File: src/rtl/c3cf_pkg.sv
// Shared types and constants of the 3x3 convolution filter.
`timescale 1ns / 1ps

package c3cf_pkg;

	localparam int SAMPLE_W    = 8;
	localparam int PIX_W       = 3 * SAMPLE_W;
	localparam int COEF_W      = 16;
	localparam int KROW_W      = 3 * COEF_W;
	localparam int PROD_W      = SAMPLE_W + 1 + COEF_W;
	localparam int BIAS_W      = 10;
	localparam int DIM_CFG_W   = 11;
	localparam int CFG_DATA_W  = KROW_W;
	localparam int CFG_INDEX_W = 3;
	localparam int SAMPLE_MAX  = 255;
	localparam int DIM_RESET   = 256;
	localparam logic [KROW_W-1:0] KERNEL_MID_RESET = 48'h0000_1000_0000;

	typedef enum logic [CFG_INDEX_W-1:0] {
		REG_KERNEL_TOP,
		REG_KERNEL_MID,
		REG_KERNEL_BOTTOM,
		REG_BIAS,
		REG_COLOR_MODE,
		REG_IMAGE_WIDTH,
		REG_IMAGE_HEIGHT
	} cfg_reg_t;

	typedef logic [PIX_W-1:0]  pixel_t;   // blue 23:16, green 15:8, red 7:0
	typedef logic [KROW_W-1:0] krow_t;
	typedef pixel_t [2:0]      win_row_t;
	typedef win_row_t [2:0]    window_t;  // [row top..bottom][column left..right]

	typedef struct packed {
		logic pad_item;
		logic [SAMPLE_W-1:0] sample_r;
		logic [SAMPLE_W-1:0] sample_g;
		logic [SAMPLE_W-1:0] sample_b;
	} in_item_t;

	typedef struct packed {
		logic [SAMPLE_W-1:0] out_r;
		logic [SAMPLE_W-1:0] out_g;
		logic [SAMPLE_W-1:0] out_b;
		logic frame_last;
	} out_item_t;

	typedef struct packed {
		logic left;
		logic right;
		logic top;
		logic bottom;
	} edge_mask_t;

	typedef struct packed {
		logic rgb;
		logic last;
	} pix_ctrl_t;

endpackage

File: src/rtl/c3cf_sum_stage.sv
// Sum stage: add the nine products and the bias, clamp each channel, hold the result.
`timescale 1ns / 1ps

module c3cf_sum_stage #(
	parameter int COEF_FRAC_BITS = 12
) (
	input  logic                                clk,
	input  logic                                arst_n,
	input  logic                                in_valid,
	output logic                                in_ready,
	input  logic [2:0][8:0][c3cf_pkg::PROD_W-COEF_FRAC_BITS-1:0] prod,
	input  c3cf_pkg::pix_ctrl_t                 ctrl,
	input  logic signed [c3cf_pkg::BIAS_W-1:0]  bias,
	output logic                                out_valid,
	input  logic                                out_stall,
	output c3cf_pkg::out_item_t                 result
);
	import c3cf_pkg::*;

	localparam int TW = PROD_W - COEF_FRAC_BITS;
	localparam int SW = TW + 5;
	localparam logic signed [SW-1:0] CLAMP_HI = SW'(SAMPLE_MAX);

	logic v_q;
	out_item_t res_q;
	out_item_t res_d;
	logic signed [2:0][SW-1:0] acc;

	function automatic logic [SAMPLE_W-1:0] clamp_byte(input logic signed [SW-1:0] v);
		if (v < 0) begin
			return '0;
		end else if (v > CLAMP_HI) begin
			return SAMPLE_W'(SAMPLE_MAX);
		end
		return v[SAMPLE_W-1:0];
	endfunction

	always_comb begin
		for (int ch = 0; ch < 3; ch++) begin
			acc[ch] = SW'(bias);
			for (int i = 0; i < 9; i++) begin
				acc[ch] = acc[ch] + SW'($signed(prod[ch][i]));
			end
		end
		res_d.out_r      = clamp_byte(acc[0]);
		res_d.out_g      = ctrl.rgb ? clamp_byte(acc[1]) : '0;
		res_d.out_b      = ctrl.rgb ? clamp_byte(acc[2]) : '0;
		res_d.frame_last = ctrl.last;
	end

	assign in_ready = !v_q || !out_stall;

	always_ff @(posedge clk or negedge arst_n) begin
		if (!arst_n) begin
			v_q <= 1'b0;
		end else if (in_ready) begin
			v_q <= in_valid;
		end
	end

	always_ff @(posedge clk) begin
		if (in_valid && in_ready) begin
			res_q <= res_d;
		end
	end

	assign out_valid = v_q;
	assign result    = res_q;

endmodule

File: config.mk
export PLATFORM = sky130hd
export DESIGN_NAME = c3cf_sum_stage
export DESIGN_NICKNAME = d
export VERILOG_FILES = /design/src/rtl/c3cf_pkg.sv /design/src/rtl/c3cf_sum_stage.sv
export SDC_FILE = /design/constraint.sdc
export NUM_CORES = 1
export LEC_CHECK = 0
export ABC_AREA = 1
export BUFFER_PORTS_ARGS = -buffer_cell sky130_fd_sc_hd__buf_4
export CORE_ASPECT_RATIO = 0.7
export CORE_MARGIN = 2
export CORE_UTILIZATION = 49
export CTS_CLUSTER_SIZE = 16
export DETAILED_ROUTE_END_ITERATION = 7
export GPL_ROUTABILITY_DRIVEN = 0
export PLACE_DENSITY = 0.84
export SYNTH_ARGS = -nofsm -noshare
export SYNTH_HDL_FRONTEND = slang
export SYNTH_SLANG_ARGS = --single-unit
File: constraint.sdc
create_clock -name clk -period 2.05 [get_ports clk]
set_input_delay 0.41 -clock clk [delete_from_list [all_inputs] [get_ports clk]]
set_output_delay 0.41 -clock clk [all_outputs]
set_load 0.01 [all_outputs]
==> results of run 1 <==
area by class of cell:
type	instances	share of cell area
clock buffers	3	0.00410
clock inverters	1	0.00164
inverters	511	0.105
multi-input cells	875	0.608
flip-flops and latches	26	0.0424
well taps	325	0.0222
repair buffers	506	0.216
registers in the layout (all words and copies together) (netlist names):
name       cells
out_valid      1
result        25
placed cells by master, fill, tap and decap left out, types with 15 or more instances in the layout:
| cell type | netlist | routed |
|---|---|---|
| nand2_1 | 220 | 148 |
| a21oi_2 | 6 | 31 |
| fa_2 | 0 | 18 |
| ha_4 | 0 | 41 |
| inv_2 | 11 | 56 |
| nor2_4 | 8 | 21 |
| nand3_2 | 7 | 28 |
| nand4_1 | 20 | 20 |
| nor2_1 | 38 | 16 |
| xor2_1 | 19 | 18 |
| inv_1 | 500 | 452 |
| nor2_2 | 9 | 18 |
| nand3_1 | 66 | 41 |
| fa_1 | 327 | 309 |
| nand2_2 | 15 | 67 |
| nand2_4 | 5 | 24 |
| edfxtp_1 | 25 | 25 |
| buf_4 | 0 | 482 |
| buf_6 | 0 | 15 |
| ha_1 | 63 | 20 |
synthesized netlist by cell type (all sizes together) (2+ instances only):
| cell | number | area [sq um] |
|---|---|---|
| inv | 511 | 1920 |
| fa | 327 | 6550 |
| nand2 | 240 | 976 |
| nand3 | 74 | 418 |
| ha | 63 | 788 |
| nor2 | 56 | 309 |
| a21oi | 46 | 253 |
| edfxtp | 25 | 751 |
| nand4 | 21 | 138 |
| xor2 | 19 | 166 |
| nand3b | 6 | 45.0 |
| o21ai | 5 | 25.0 |
| and2 | 4 | 25.0 |
| nor3 | 4 | 20.0 |
| o21bai | 4 | 30.0 |
| xnor2 | 3 | 26.3 |
| or2 | 2 | 12.5 |
stage by stage:
| stage | std cells | setup WS (ns) | TNS [ns] | hold slack [ns] | area, sq um |
|---|---|---|---|---|---|
| floorplan | 1413 | -2.66 | -63.20 | 0.114 | 12800 |
| global placement | 2222 | -3.01 | -70.47 | 0.185 | 17000 |
| detailed placement | 2222 | -3.12 | -72.78 | 0.188 | 17000 |
| CTS | 2235 | -2.69 | -63.07 | 0.314 | 17700 |
| global route | 2247 | -2.95 | -68.28 | 0.322 | 18300 |
| finish | 2247 | -2.76 | -65.01 | 0.326 | 18300 |
repair_timing:
| item | 4_1_cts | 5_1_grt |
|---|---|---|
| hold buffers | 1 | 0 |
| resized for setup | 140 | 146 |
| setup buffers | 8 | 12 |
| pin swaps | 88 | 99 |
| endpoints found under the hold margin | 1 | 0 |
| endpoints found under the setup margin | 24 | 24 |
metal layers:
metal	share of wire	GRT usage	vias up
met5	0	0	-
met4	0.041	0.104	0
met3	0.062	0.0296	107
met2	0.53	0.505	518
met1	0.37	0.324	5400
li1	-	-	5032
path summary, 6_finish.rpt:
kind	from	to	slack, ns
max reg2reg	out_valid	result[22]	0.80
max	prod[10]	result[22]	-2.76
min	ctrl[0]	result[0]	0.33
min in group asynchronous	arst_n	out_valid	0.45
min reg2reg	out_valid	out_valid	0.59
max in group asynchronous	arst_n	out_valid	1.52
cells by family (layout without fill, tap and decap cells):
family	after synthesis	count (layout)	share of synthesized area
AOI/OAI and AO/OA	56	56	0.0253
xor gates and xnor gates	22	22	0.0154
adders and majority gates	390	390	0.588
buffers and inverters	512	1021	0.154
DFF	26	26	0.0621
and+or+nand+nor	407	407	0.156
critical path, delay by kind of cell:
kind / cells / cell delay [ns]
AO/OA/AOI/OAI: 2 / 0.26
buffers and inverters: 9 / 0.68
adder cells (fa/ha/maj): 6 / 2.70
AND/OR/NAND/NOR: 8 / 0.78
==> out/qor.csv, run 1 <==
metric,value,unit
row_count,48,
crit_fanout,8,
synth.avg_cell_area,8.83,sq um
vias,11100,
async_flop_share,0.0385,
cp-start-kind,input pin,
path_common_cell,inv_1,
hold_viol,0,
drtIter0Drc,668,
fmax,208,MHz
cts_root_buf,clkbuf_16,
min_path_type,input pin to register,
violations,setup timing,
routedWlPerCell,16.0,microns
ff_latch_area,776,sq um
synth-edff-count,25,
ys_warn_count,0,
drive_gt1_frac,0.439,
critPathSlowestCell,fa_1,
clockBufferDepth,2,
final_util,0.736,
setup_ws,-2.76,ns
synthFlopType,edfxtp_1,
cts_tree,yes,
setup_violations,24,
grt_max_degree,26,
rsz0062_at_grt,true,
die_area,0.0268,sq mm
dpl.hpwl,30.6,mm
syn_area,0.0125,sq mm
grt_pass1_vias,12200,
ant_nets,0,
worstSetupPathType,input pin to register,
io_buffers,393,
final_nets,2680,
synth_nets,2170,
wl,36.0,mm
tightest_slew,0.490,ns
h-tree-depth,1,
period_needed,4.81,ns
io_pins,394,
period_share,2.35,
relSlewSlack,0.673,
slowest_delay,0.55,ns
slew_viol_final,0,
cts_sinks,26,
antenna_found_initial,0,
grt_overflow_total,0,
core-area,0.0249,sq mm
start_util,0.502,
grt_util_all_layers,0.270,
whs_path_depth,1,
multi_input_area,0.0111,sq mm
synth-seq-area-share,0.0621,
insertion_delay,0.27,ns
antenna_cells,0,
vias_per_cell,4.92,
die_w,195,microns
path_clk_slew,0.07,ns
die_h,138,microns
dr.pass1.iters,7,
cap_violations,0,
grt_first_pass_wirelength,57.1,mm
cts_made_buffers,3,
cp.arrival,4.83,ns
cp.required,2.07,ns
ys_types,31,
syn_inst,1413,
final.setup_skew,0.00521,ns
reg2reg_depth,2,
drc_errors,0,
end_kind,register,
ys_ff_latch,26,
num-fill-cells,1640,
status,finished with violations,
area_growth,46.7,%
Power of run 1 is not shown: default switching activity piles up to over one toggle a cycle in this logic, so the estimate is an artifact.
==> run 2: changes to the inputs <==
--- a/config.mk
+++ b/config.mk
@@ -14,6 +14,7 @@
 export DETAILED_ROUTE_END_ITERATION = 7
 export GPL_ROUTABILITY_DRIVEN = 0
 export PLACE_DENSITY = 0.84
+export RECOVER_POWER = 100
 export SYNTH_ARGS = -nofsm -noshare
 export SYNTH_HDL_FRONTEND = slang
 export SYNTH_SLANG_ARGS = --single-unit
==> run 2 against run 1 <==
  * The flow still finishes with violations (setup timing)
  * Clock skew hardly changed
  * Highest routed layer unchanged
  * Flip-flop and latch count unchanged
  * Final cell count unchanged
  * Critical path type unchanged
  * Routed wire length grew 0.16%
  * First-iteration DRC count up 2.7%
  * Setup slack worse by 0.031 ns
  * Register-to-register slack worse by 0.27 ns
  * Core utilization down 0.43 points
  * Design area fell by 0.59%
  * Fmax shrank 0.64%
  * Global-route usage stayed put
  * Critical path depth decreased by 1
==> out/qor.csv, run 2 (synthesis results as in run 1) <==
metric,value,unit,change
drc_errors,0,,unchanged
drive_gt1_frac,0.425,,was 0.439
postLayoutCellArea,0.0182,sq mm,was 0.0183 sq mm
endpoint,result[22],,unchanged
grt_overflow_total,0,,unchanged
setup_tns,-65.19,ns,was -65.01 ns
hold_viol,0,,unchanged
io_pins,394,,unchanged
io_buffers,393,,unchanged
dpl.hpwl,30.6,mm,unchanged
slew_viol_final,0,,unchanged
h-tree-depth,1,,unchanged
period_needed,4.84,ns,was 4.81 ns
core-area,0.0249,sq mm,unchanged
setup_violations,24,,unchanged
reg2reg_setup_slack,0.53,ns,was 0.80 ns
tightest_slew,0.737,ns,was 0.490 ns
area_growth,45.8,%,was 46.7%
final_cells,2247,,unchanged
cp_cell_sequence,buf_4 > inv_1 > fa_1 > inv_1 > fa_1 > fa_1 > fa_1 > inv_1 > fa_1 > inv_1 > ha_4 > nand2_2 > nor2_1 > nand2_1 > nand3_4 > nand3_2 > nand2_2 > nand2_2 > nand2_4 > nand3_4 > nor2_8 > nand2_4 > nand2_8 > nand2_2,,
cp-start-kind,input pin,,unchanged
setup_ws,-2.79,ns,was -2.76 ns
grt_util_all_layers,0.270,,unchanged
critPathSlowestCell,fa_1,,unchanged
cts_sinks,26,,unchanged
dpl_cell_area,0.0170,sq mm,unchanged
fmax,207,MHz,was 208 MHz
die_w,195,microns,unchanged
start_util,0.502,,unchanged
grt_first_pass_wirelength,57.1,mm,unchanged
routedWlPerCell,16.1,microns,was 16.0 microns
cp.required,2.07,ns,about the same
period_share,2.36,,was 2.35
violations,setup timing,,unchanged
status,finished with violations,,unchanged
r2r-end,result[21],,was result[22]
critPathLaunch,prod[5],,was prod[10]
row_count,48,,unchanged
path_clk_slew,0.07,ns,about the same
cts_made_buffers,3,,unchanged
drtIter0Drc,686,,was 668
dr.pass1.iters,8,,was 7
insertion_delay,0.27,ns,about the same
ant_nets,0,,unchanged
antenna_cells,0,,unchanged
largest_reg_flops,25,,unchanged
most-common-layout-cells,"452 x inv_1, 452 x buf_4, 309 x fa_1, 148 x nand2_1, 67 x nand2_2",,"was 482 x buf_4, 452 x inv_1, 309 x fa_1, 148 x nand2_1, 67 x nand2_2"
cap_violations,0,,unchanged
grt_pass1_vias,12200,,unchanged
num-fill-cells,1679,,was 1640
clockBufferDepth,2,,unchanged
worstSetupPathType,input pin to register,,unchanged
dp.cells,2222,,unchanged
min_path_type,input pin to register,,unchanged
final.setup_skew,0.00481,ns,was 0.00521 ns
worstHoldStart,ctrl[0],,unchanged
relSlewSlack,0.509,,was 0.673
die_area,0.0268,sq mm,unchanged
vias_per_cell,4.93,,was 4.92
r2r_start,out_valid,,unchanged
end_kind,register,,unchanged
path_common_cell,fa_1,,was inv_1
crit_fanout,8,,unchanged
cp.arrival,4.86,ns,was 4.83 ns
antenna_found_initial,0,,unchanged
rsz0062_at_grt,true,,unchanged
cts_root_buf,clkbuf_16,,unchanged
die_h,138,microns,unchanged
cts_tree,yes,,unchanged
vias,11100,,about the same
slowest_delay,0.58,ns,was 0.55 ns
grt_max_degree,26,,unchanged
reg2reg_depth,2,,unchanged
wl,36.1,mm,was 36.0 mm
final_nets,2680,,unchanged
run 2: layout make-up:
cell class | instances | area (sq um) | area share
multi-input cells | 875 | 11100 | 0.612
clock buffers | 3 | 75.1 | 0.00412
clock inverters | 1 | 30.0 | 0.00165
flip-flops and latches | 26 | 776 | 0.0426
well taps | 325 | 407 | 0.0223
repair buffers | 506 | 3850 | 0.212
inverters | 511 | 1930 | 0.106
run 2: critical path, delay by kind of cell:
kind / cells / cell delay, ns
buf+inv: 5 / 0.29
fa+ha+maj: 6 / 2.83
simple gates: 13 / 1.31
run 2: worst min-delay path by stage:
stage	endpoint	slack (ns)	cells after the start
floorplan	out_valid	0.11	0
global placement	out_valid	0.19	1
detailed placement	out_valid	0.19	1
CTS	result[0]	0.31	1
global route	result[0]	0.35	1
finish	result[0]	0.35	1
run 2: stage by stage:
step	util	setup WS (ns)	hold WS [ns]
after floorplan	-	-2.66	0.114
final	0.732	-2.79	0.353
after global placement	0.682	-3.01	0.185
after detailed placement	0.682	-3.12	0.188
after global routing	0.732	-2.95	0.347
after CTS	0.714	-2.69	0.314
run 2: per-layer routing:
metal / up-vias / share of wire / track usage / wire length, microns
li1: 5036 / - / - / -
met1: 5381 / 0.37 / 0.324 / 13300
met2: 547 / 0.53 / 0.505 / 19100
met3: 111 / 0.062 / 0.0296 / 2250
met4: 0 / 0.039 / 0.104 / 1420
met5: - / 0 / 0 / 0
run 2: timing repair:
item	CTS	global route
gates resized for setup	140	146
cloned	0	0
buffers inserted	8	12
setup endpoints to repair	24	24
hold endpoints to repair	1	0
hold buffers	1	0
pin swaps	88	99
Power of run 2 is left out for the same reason.
